===== src/hdl/aes_round_aead_cipher_assert.svh =====
// Assertion macros for the cipher block
`ifndef AES_ROUND_AEAD_CIPHER_ASSERT_SVH
`define AES_ROUND_AEAD_CIPHER_ASSERT_SVH
`define ARAC_ASSERT_IMP(lbl, clk, rst, a, c) \
  lbl: assert property (@(posedge clk) disable iff (rst) (a) |-> (c)) else $error("check failed");
`define ARAC_ASSERT_NEXT(lbl, clk, rst, a, c) \
  lbl: assert property (@(posedge clk) disable iff (rst) (a) |=> (c)) else $error("check failed");
`endif


===== src/hdl/arac_pkg.sv =====
// ----------------------------------------------------------------------------
// arac_pkg: shared types, constants and AES round function
// ----------------------------------------------------------------------------
package arac_pkg;
  localparam logic [2:0] CMD_INIT = 3'd0;
  localparam logic [2:0] CMD_AD   = 3'd1;
  localparam logic [2:0] CMD_ENC  = 3'd2;
  localparam logic [2:0] CMD_DEC  = 3'd3;
  localparam logic [2:0] CMD_FIN  = 3'd4;
  localparam int unsigned ROUNDS  = 20;
  localparam logic [4:0] LAST_ROUND = 5'(ROUNDS - 1);
  localparam logic [127:0] Z0 = 128'h428a2f98d728ae22_7137449123ef65cd;
  localparam logic [127:0] Z1 = 128'hb5c0fbcfec4d3b2f_e9b5dba58189dbbc;

  typedef struct packed {
    logic [2:0]  cmd;
    logic [63:0] data_0;
    logic [63:0] data_1;
    logic [63:0] data_2;
    logic [63:0] data_3;
  } req_t;

  typedef struct packed {
    logic        kind;
    logic [63:0] out_0;
    logic [63:0] out_1;
    logic [63:0] out_2;
    logic [63:0] out_3;
  } rsp_t;

  localparam logic [7:0] SBOX [256] = '{
    8'h63,8'h7c,8'h77,8'h7b,8'hf2,8'h6b,8'h6f,8'hc5,8'h30,8'h01,8'h67,8'h2b,8'hfe,8'hd7,8'hab,8'h76,
    8'hca,8'h82,8'hc9,8'h7d,8'hfa,8'h59,8'h47,8'hf0,8'had,8'hd4,8'ha2,8'haf,8'h9c,8'ha4,8'h72,8'hc0,
    8'hb7,8'hfd,8'h93,8'h26,8'h36,8'h3f,8'hf7,8'hcc,8'h34,8'ha5,8'he5,8'hf1,8'h71,8'hd8,8'h31,8'h15,
    8'h04,8'hc7,8'h23,8'hc3,8'h18,8'h96,8'h05,8'h9a,8'h07,8'h12,8'h80,8'he2,8'heb,8'h27,8'hb2,8'h75,
    8'h09,8'h83,8'h2c,8'h1a,8'h1b,8'h6e,8'h5a,8'ha0,8'h52,8'h3b,8'hd6,8'hb3,8'h29,8'he3,8'h2f,8'h84,
    8'h53,8'hd1,8'h00,8'hed,8'h20,8'hfc,8'hb1,8'h5b,8'h6a,8'hcb,8'hbe,8'h39,8'h4a,8'h4c,8'h58,8'hcf,
    8'hd0,8'hef,8'haa,8'hfb,8'h43,8'h4d,8'h33,8'h85,8'h45,8'hf9,8'h02,8'h7f,8'h50,8'h3c,8'h9f,8'ha8,
    8'h51,8'ha3,8'h40,8'h8f,8'h92,8'h9d,8'h38,8'hf5,8'hbc,8'hb6,8'hda,8'h21,8'h10,8'hff,8'hf3,8'hd2,
    8'hcd,8'h0c,8'h13,8'hec,8'h5f,8'h97,8'h44,8'h17,8'hc4,8'ha7,8'h7e,8'h3d,8'h64,8'h5d,8'h19,8'h73,
    8'h60,8'h81,8'h4f,8'hdc,8'h22,8'h2a,8'h90,8'h88,8'h46,8'hee,8'hb8,8'h14,8'hde,8'h5e,8'h0b,8'hdb,
    8'he0,8'h32,8'h3a,8'h0a,8'h49,8'h06,8'h24,8'h5c,8'hc2,8'hd3,8'hac,8'h62,8'h91,8'h95,8'he4,8'h79,
    8'he7,8'hc8,8'h37,8'h6d,8'h8d,8'hd5,8'h4e,8'ha9,8'h6c,8'h56,8'hf4,8'hea,8'h65,8'h7a,8'hae,8'h08,
    8'hba,8'h78,8'h25,8'h2e,8'h1c,8'ha6,8'hb4,8'hc6,8'he8,8'hdd,8'h74,8'h1f,8'h4b,8'hbd,8'h8b,8'h8a,
    8'h70,8'h3e,8'hb5,8'h66,8'h48,8'h03,8'hf6,8'h0e,8'h61,8'h35,8'h57,8'hb9,8'h86,8'hc1,8'h1d,8'h9e,
    8'he1,8'hf8,8'h98,8'h11,8'h69,8'hd9,8'h8e,8'h94,8'h9b,8'h1e,8'h87,8'he9,8'hce,8'h55,8'h28,8'hdf,
    8'h8c,8'ha1,8'h89,8'h0d,8'hbf,8'he6,8'h42,8'h68,8'h41,8'h99,8'h2d,8'h0f,8'hb0,8'h54,8'hbb,8'h16
  };

  function automatic logic [7:0] xt(input logic [7:0] v);
    return {v[6:0], 1'b0} ^ (v[7] ? 8'h1b : 8'h00);
  endfunction

  // byte i sits at bits 8i+7:8i
  function automatic logic [127:0] aes_round(input logic [127:0] a, input logic [127:0] k);
    logic [7:0] s [16];
    logic [127:0] o;
    logic [7:0] a0, a1, a2, a3;
    for (int c = 0; c < 4; c++)
      for (int r = 0; r < 4; r++)
        s[r + 4*c] = SBOX[a[8*(r + 4*((c + r) % 4)) +: 8]];
    for (int c = 0; c < 4; c++) begin
      a0 = s[4*c]; a1 = s[4*c+1]; a2 = s[4*c+2]; a3 = s[4*c+3];
      o[8*(4*c)   +: 8] = xt(a0) ^ xt(a1) ^ a1 ^ a2 ^ a3;
      o[8*(4*c+1) +: 8] = a0 ^ xt(a1) ^ xt(a2) ^ a2 ^ a3;
      o[8*(4*c+2) +: 8] = a0 ^ a1 ^ xt(a2) ^ xt(a3) ^ a3;
      o[8*(4*c+3) +: 8] = xt(a0) ^ a0 ^ a1 ^ a2 ^ xt(a3);
    end
    return o ^ k;
  endfunction
endpackage


===== src/hdl/arac_front.sv =====
// ----------------------------------------------------------------------------
// arac_front: request intake, command filter and two-entry queue
// ----------------------------------------------------------------------------
module arac_front (
  input  logic           clk,
  input  logic           rst,
  input  logic           valid,
  output logic           ready,
  input  arac_pkg::req_t req,
  output logic           q_valid,
  input  logic           q_ready,
  output arac_pkg::req_t q_req
);
  import arac_pkg::*;
  `include "aes_round_aead_cipher_assert.svh"

  req_t       mem [2];
  logic       wptr, rptr;
  logic [1:0] count;
  logic       push, pop, known;

  assign known   = (req.cmd == CMD_INIT) || (req.cmd == CMD_AD) || (req.cmd == CMD_ENC) ||
                   (req.cmd == CMD_DEC) || (req.cmd == CMD_FIN);
  assign ready   = (count != 2'd2);
  assign push    = valid && ready && known;
  assign q_valid = (count != 2'd0);
  assign pop     = q_valid && q_ready;
  assign q_req   = mem[rptr];

  always_ff @(posedge clk) begin
    if (push) begin
      mem[wptr] <= req;
    end
    if (rst) begin
      wptr  <= 1'b0;
      rptr  <= 1'b0;
      count <= 2'd0;
    end else begin
      if (push) wptr <= ~wptr;
      if (pop) rptr <= ~rptr;
      count <= count + {1'b0, push} - {1'b0, pop};
    end
  end

  `ARAC_ASSERT_IMP(a_no_overflow, clk, rst, count == 2'd2, !push)
  `ARAC_ASSERT_IMP(a_count_range, clk, rst, 1'b1, count != 2'd3)
  `ARAC_ASSERT_NEXT(a_pop_empty, clk, rst, count == 2'd1 && pop && !push, !q_valid)
endmodule


===== config.mk =====
export PLATFORM = sky130hd
export DESIGN_NAME = arac_front
export DESIGN_NICKNAME = d
export VERILOG_FILES = /design/src/hdl/arac_pkg.sv /design/src/hdl/arac_front.sv
export VERILOG_INCLUDE_DIRS = /design/src /design/src/hdl
export SDC_FILE = /design/constraint.sdc
export NUM_CORES = 1
export LEC_CHECK = 0
export BUFFER_PORTS_ARGS = -buffer_cell sky130_fd_sc_hd__buf_2
export CORE_AREA = 8 8 203 205
export DETAILED_ROUTE_END_ITERATION = 7
export DIE_AREA = 0 0 211 213
export PLACE_DENSITY = 0.89
export SYNTH_ARGS = -nofsm -noshare
export SYNTH_HDL_FRONTEND = slang
export SYNTH_SLANG_ARGS = --single-unit

===== constraint.sdc =====
create_clock -name clk -period 17.9 [get_ports clk]
set_input_delay 0.895 -clock clk [delete_from_list [all_inputs] [get_ports clk]]
set_output_delay 0.895 -clock clk [all_outputs]
set_load 0.005 [all_outputs]

## Word-level counts from Yosys, hierarchy flattened

Memories as Yosys holds them, arrays and structs flattened. A register that Yosys moved wholly into a read port is not among the register bits.
Cells that the tools add are included.

- Register bits: 4
- Bits in latches: 0
- Bits in writable memories: 518
- ROM bits: 0
- Word-level logic and storage cells: 26
- Memories kept: 1

Memory list:

| name | depth | width | rd ports | clocked after Yosys merged registers in | write ports | RTL line | source |
|---|---|---|---|---|---|---|---|
| mem | 2 | 259 | 1 | 1 | 1 | arac_front.sv:17 | `req_t mem [2];` |

- Add/subtract/negate cells: 2
- $mul: 0
- Div/mod/pow operators: 0
- Magnitude comparators: 0
- Equality and inequality tests: 5
- Shifts and indexed selects: 0
- Mux-type cells: 4
- Bitwise gates (word level): 2
- Reductions and logical operators: 9

Operators with widths:

| kind | count |
|---|---|
| == test 3 x 2 -> 1 bit (second input constant) | 2 |
| logical OR 1 bit | 4 |
| 2-to-1 mux 1 bit | 4 |
| == test 3 x 1 -> 1 bit (second input constant) | 1 |
| == test 3 bit (second input constant) | 1 |
| logical AND 1 bit | 3 |
| zero test 3 bit | 1 |
| adder 2 x 1 -> 2 bit | 1 |
| != test 2 bit (second input constant) | 1 |
| NOT 1 bit | 2 |
| nonzero test 2 bit | 1 |
| subtractor 2 x 1 -> 2 bit | 1 |

## Depth between registers and ports, before layout

- Word-level depth: 8
- Depth in mapped cells: 8

## Worst setup path after synthesis

Ideal clock, no wire load.

- Path type: in2reg
- Start point: input port req[257] (netlist bit)
- End point: memory mem[0][0] (netlist bit) (enable)
- Setup time: 0.885 ns
- Arrival time: 11.939 ns
- Setup slack: 5.076 ns
- Stages: 3
- Buffers on the path: 0
- Path through: o21ai_0 > nand3_1 > nor2_1

- Longest elaborated chain between the ends: 8

Ends and longest elaborated chain:

| element | RTL line | source |
|---|---|---|
| start, declared | arac_front.sv:9 | `input arac_pkg::req_t req,` |
| == test 3 x 1 -> 1 bit or zero test 3 bit (tied branches) | arac_front.sv:22 | `assign known = (req.cmd == CMD_INIT) \|\| (req.cmd == CMD_AD) \|\| (req.cmd == CMD_ENC) \|\|` |
| logical OR 1 bit (3 in a row) | arac_front.sv:22 |  |
| logical OR 1 bit (*) | arac_front.sv:23 | `(req.cmd == CMD_DEC) \|\| (req.cmd == CMD_FIN);` |
| logical AND 1 bit (*) | arac_front.sv:25 | `assign push = valid && ready && known;` |
| 2-to-1 mux 1 bit (*) | arac_front.sv:31 | `if (push) begin` |
| 2-to-1 mux 1 bit (not written as such) (*) | arac_front.sv:32 | `mem[wptr] <= req;` |
| end, declared | arac_front.sv:17 |  |

Every way passes the cells marked *; elsewhere a longest branch is shown, timed or not.

==> metrics.txt <==
critical path data required time 17.01 ns; Slew headroom 26.2%; Min Hold Slack 0.516 ns; clk_skew 0.00744 ns; end of the worst hold path mem[0][19]$_DFFE_PP_; cell mode on critical path buf_4; pwr dens 139 mW/mm2; drt first-iter violations 718; crit path capture type output pin; CTS tree built; WS Path Type register to output pin; RR Endpoint mem[1][134]$_DFFE_PP_; H-tree Lvls 2; Hold Path Origin req[19]; clk sinks 523; io pins 524; Power Total 3.40 mW; DPL Wire Length 32300 um; critical path depth 4; CP arrival 3.70 ns; most common cell after layout, fill and taps aside buf_2; largest family of logic cells by synthesized area multiplexers; drt pass-1 iters 6; final period utilization 25.7%; clock root buffer clkbuf_16; Reg2Reg Setup Slack 14.72 ns; CP Buf/Inv Count 3; initial antenna violation count 17; hold buffer count at CTS 0; cts bufs inserted 51; DIE AREA 0.0449 mm2; Clock Latency Late Sink 0.57 ns; most frequent cells in the layout buf_2 (523), edfxtp_1 (518), mux2_4 (202), mux2_2 (58), clkbuf_16 (53); vias in the first global route 10900; routed len/inst 23.9 um; Synthesized Nets 1098; synth warn 0; hold crit path type primary input to register; GPL Wtd Cong 0.831; DR WL met2 24300 um; Max Root-Sink Buffers 3; CP Max Fanout 72; Worst Reg2Reg Path Length in Cells 5; DIE HEIGHT 213 um; post-synthesis compound-gate area fraction 0.0633%; cell taking the most area after synthesis edfxtp_1; layout cells sized above 1 60.5%; R2R Path Start count[0]$_SDFF_PP0_; Hold Path Depth 1; total grt overflow 0; flops & latches, synth 523; startpoint type of the worst setup path register; port bufs 523; RSZ-0062 raised after global routing false; setup TNS 0 ns; Tot GR Track Use 19.6%; worst path cell trace buf_4, buf_4, mux2_4, buf_2; Vias per Instance 5.16; Synth Area in Simple Gates 0.310%; outcome finished, final reports clean; family with the most delay on the worst path buffers and inverters; Site Rows 72; VDD IR-drop max 0.000104 V; max-cap violation count 0; largest net degree at the start of global routing 180; slowest cell delay on critical path 0.90 ns; slowest CP cell buf_4; M1 WL 16400 um; Final Critical Period 4.59 ns; Yosys cell types 19; WL met3 4640 um; layout filler cell count 2471; Setup Buffers After CTS 0; cell leakage power 9.43 nW; top sig layer met5; share of the synthesized area in the top cell type 78.7%; syn_area_per_cell 23.7 um2; antenna-violating nets left 0; final setup fails 0; Synth Area in Adders 0.127%; Routed WL 46900 um; Post-route DRC 0; Vias 10100; multiplexer share of the synthesized area 18.6%; synthesized cell area 0.0198 mm2; Core Box Area 0.0381 mm2; post-CTS resize count 0; Worst-path clk slew 0.06 ns; Initial Util 51.9%; Max Clock Freq 218 MHz; Area Growth Syn to Fin 24.0%; nets 1655; first-pass GRT wire length 65700 um; xor/xnor cell area share of the yosys netlist 0.0886%; Post-Synthesis Cells 833; Hold Vio Cnt, Final 0; Die W 211 um; sequential element share of the synthesized area 79.2%; Synth area leaders edfxtp_1 (79%), mux2_4 (15%), mux2_2 (3.3%), buf_6 (1.4%), dfxtp_1 (0.51%); fin. max-slew vios 0; Worst-Margin Slew 1.11 ns
[worst max-delay path by stage]
stage,to,slack (ns)
final,q_req[69],13.31
after global routing,q_req[69],13.15
after CTS,q_req[135],13.29
after detailed placement,q_req[69],13.93
after global placement,mem[1][128]$_DFFE_PP_,14.02
after floorplan,mem[0][0]$_DFFE_PP_,5.08
[flip-flops by register name, summed over array words and instances, names as in the netlist, named ones only]
name / cells
count: 2
mem: 518
rptr: 1
wptr: 1
[kinds of logic (layout without fill, tap and decap cells)]
logic type | count (synthesis) | count (layout)
and+or+nand+nor | 13 | 13
DFF | 523 | 523
muxes | 260 | 260
buffers and inverters | 31 | 629
adders and majority gates | 2 | 2
AOI/OAI and AO/OA | 2 | 2
xor gates and xnor gates | 2 | 2
other | 0 | 17
[metrics by stage]
stage	cells	setup WS [ns]	cell area (um2)	util (%)
detailed placement	1855	13.93	22800	59.9
global route	1958	13.15	24500	64.3
floorplan	833	5.08	19800	-
finish	1966	13.31	24500	64.3
CTS	1949	13.29	24500	64.2
global placement	1855	14.02	22800	59.9
[power by group]
part	switching [mW]	internal (mW)
clock	0.427	0.606
sequential	0.0472	1.49
combinational	0.384	0.444
total	0.859	2.54
[final cells by class]
cell class / instances / area, um2 / share of cell area [%]
tap: 518 / 648 / 2.64
inverter: 2 / 7.51 / 0.0306
antenna: 17 / 42.5 / 0.174
clock inverter: 27 / 229 / 0.934
clock buffer: 67 / 1400 / 5.71
timing repair buffer: 533 / 2710 / 11.0
multi-input combinational: 279 / 3820 / 15.6
sequential: 523 / 15700 / 63.9
[cells in the mapped netlist, drive strengths merged]
master  instances
edfxtp        518
mux2          260
buf            29
nor2            7
dfxtp           5
ha              2
inv             2
and2            1
nand2b          1
nand3           1
nor2b           1
nor3            1
o21a            1
o21ai           1
or2             1
xnor2           1
xor2            1
[layer usage]
| layer | up-vias | global-route usage [%] |
|---|---|---|
| li1 | 4461 | - |
| met1 | 5082 | 20.9 |
| met2 | 503 | 34.3 |
| met3 | 95 | 7.12 |
| met4 | 6 | 9.24 |
| met5 | - | 0 |
No activity file was read; power rests on OpenSTA's default activity.
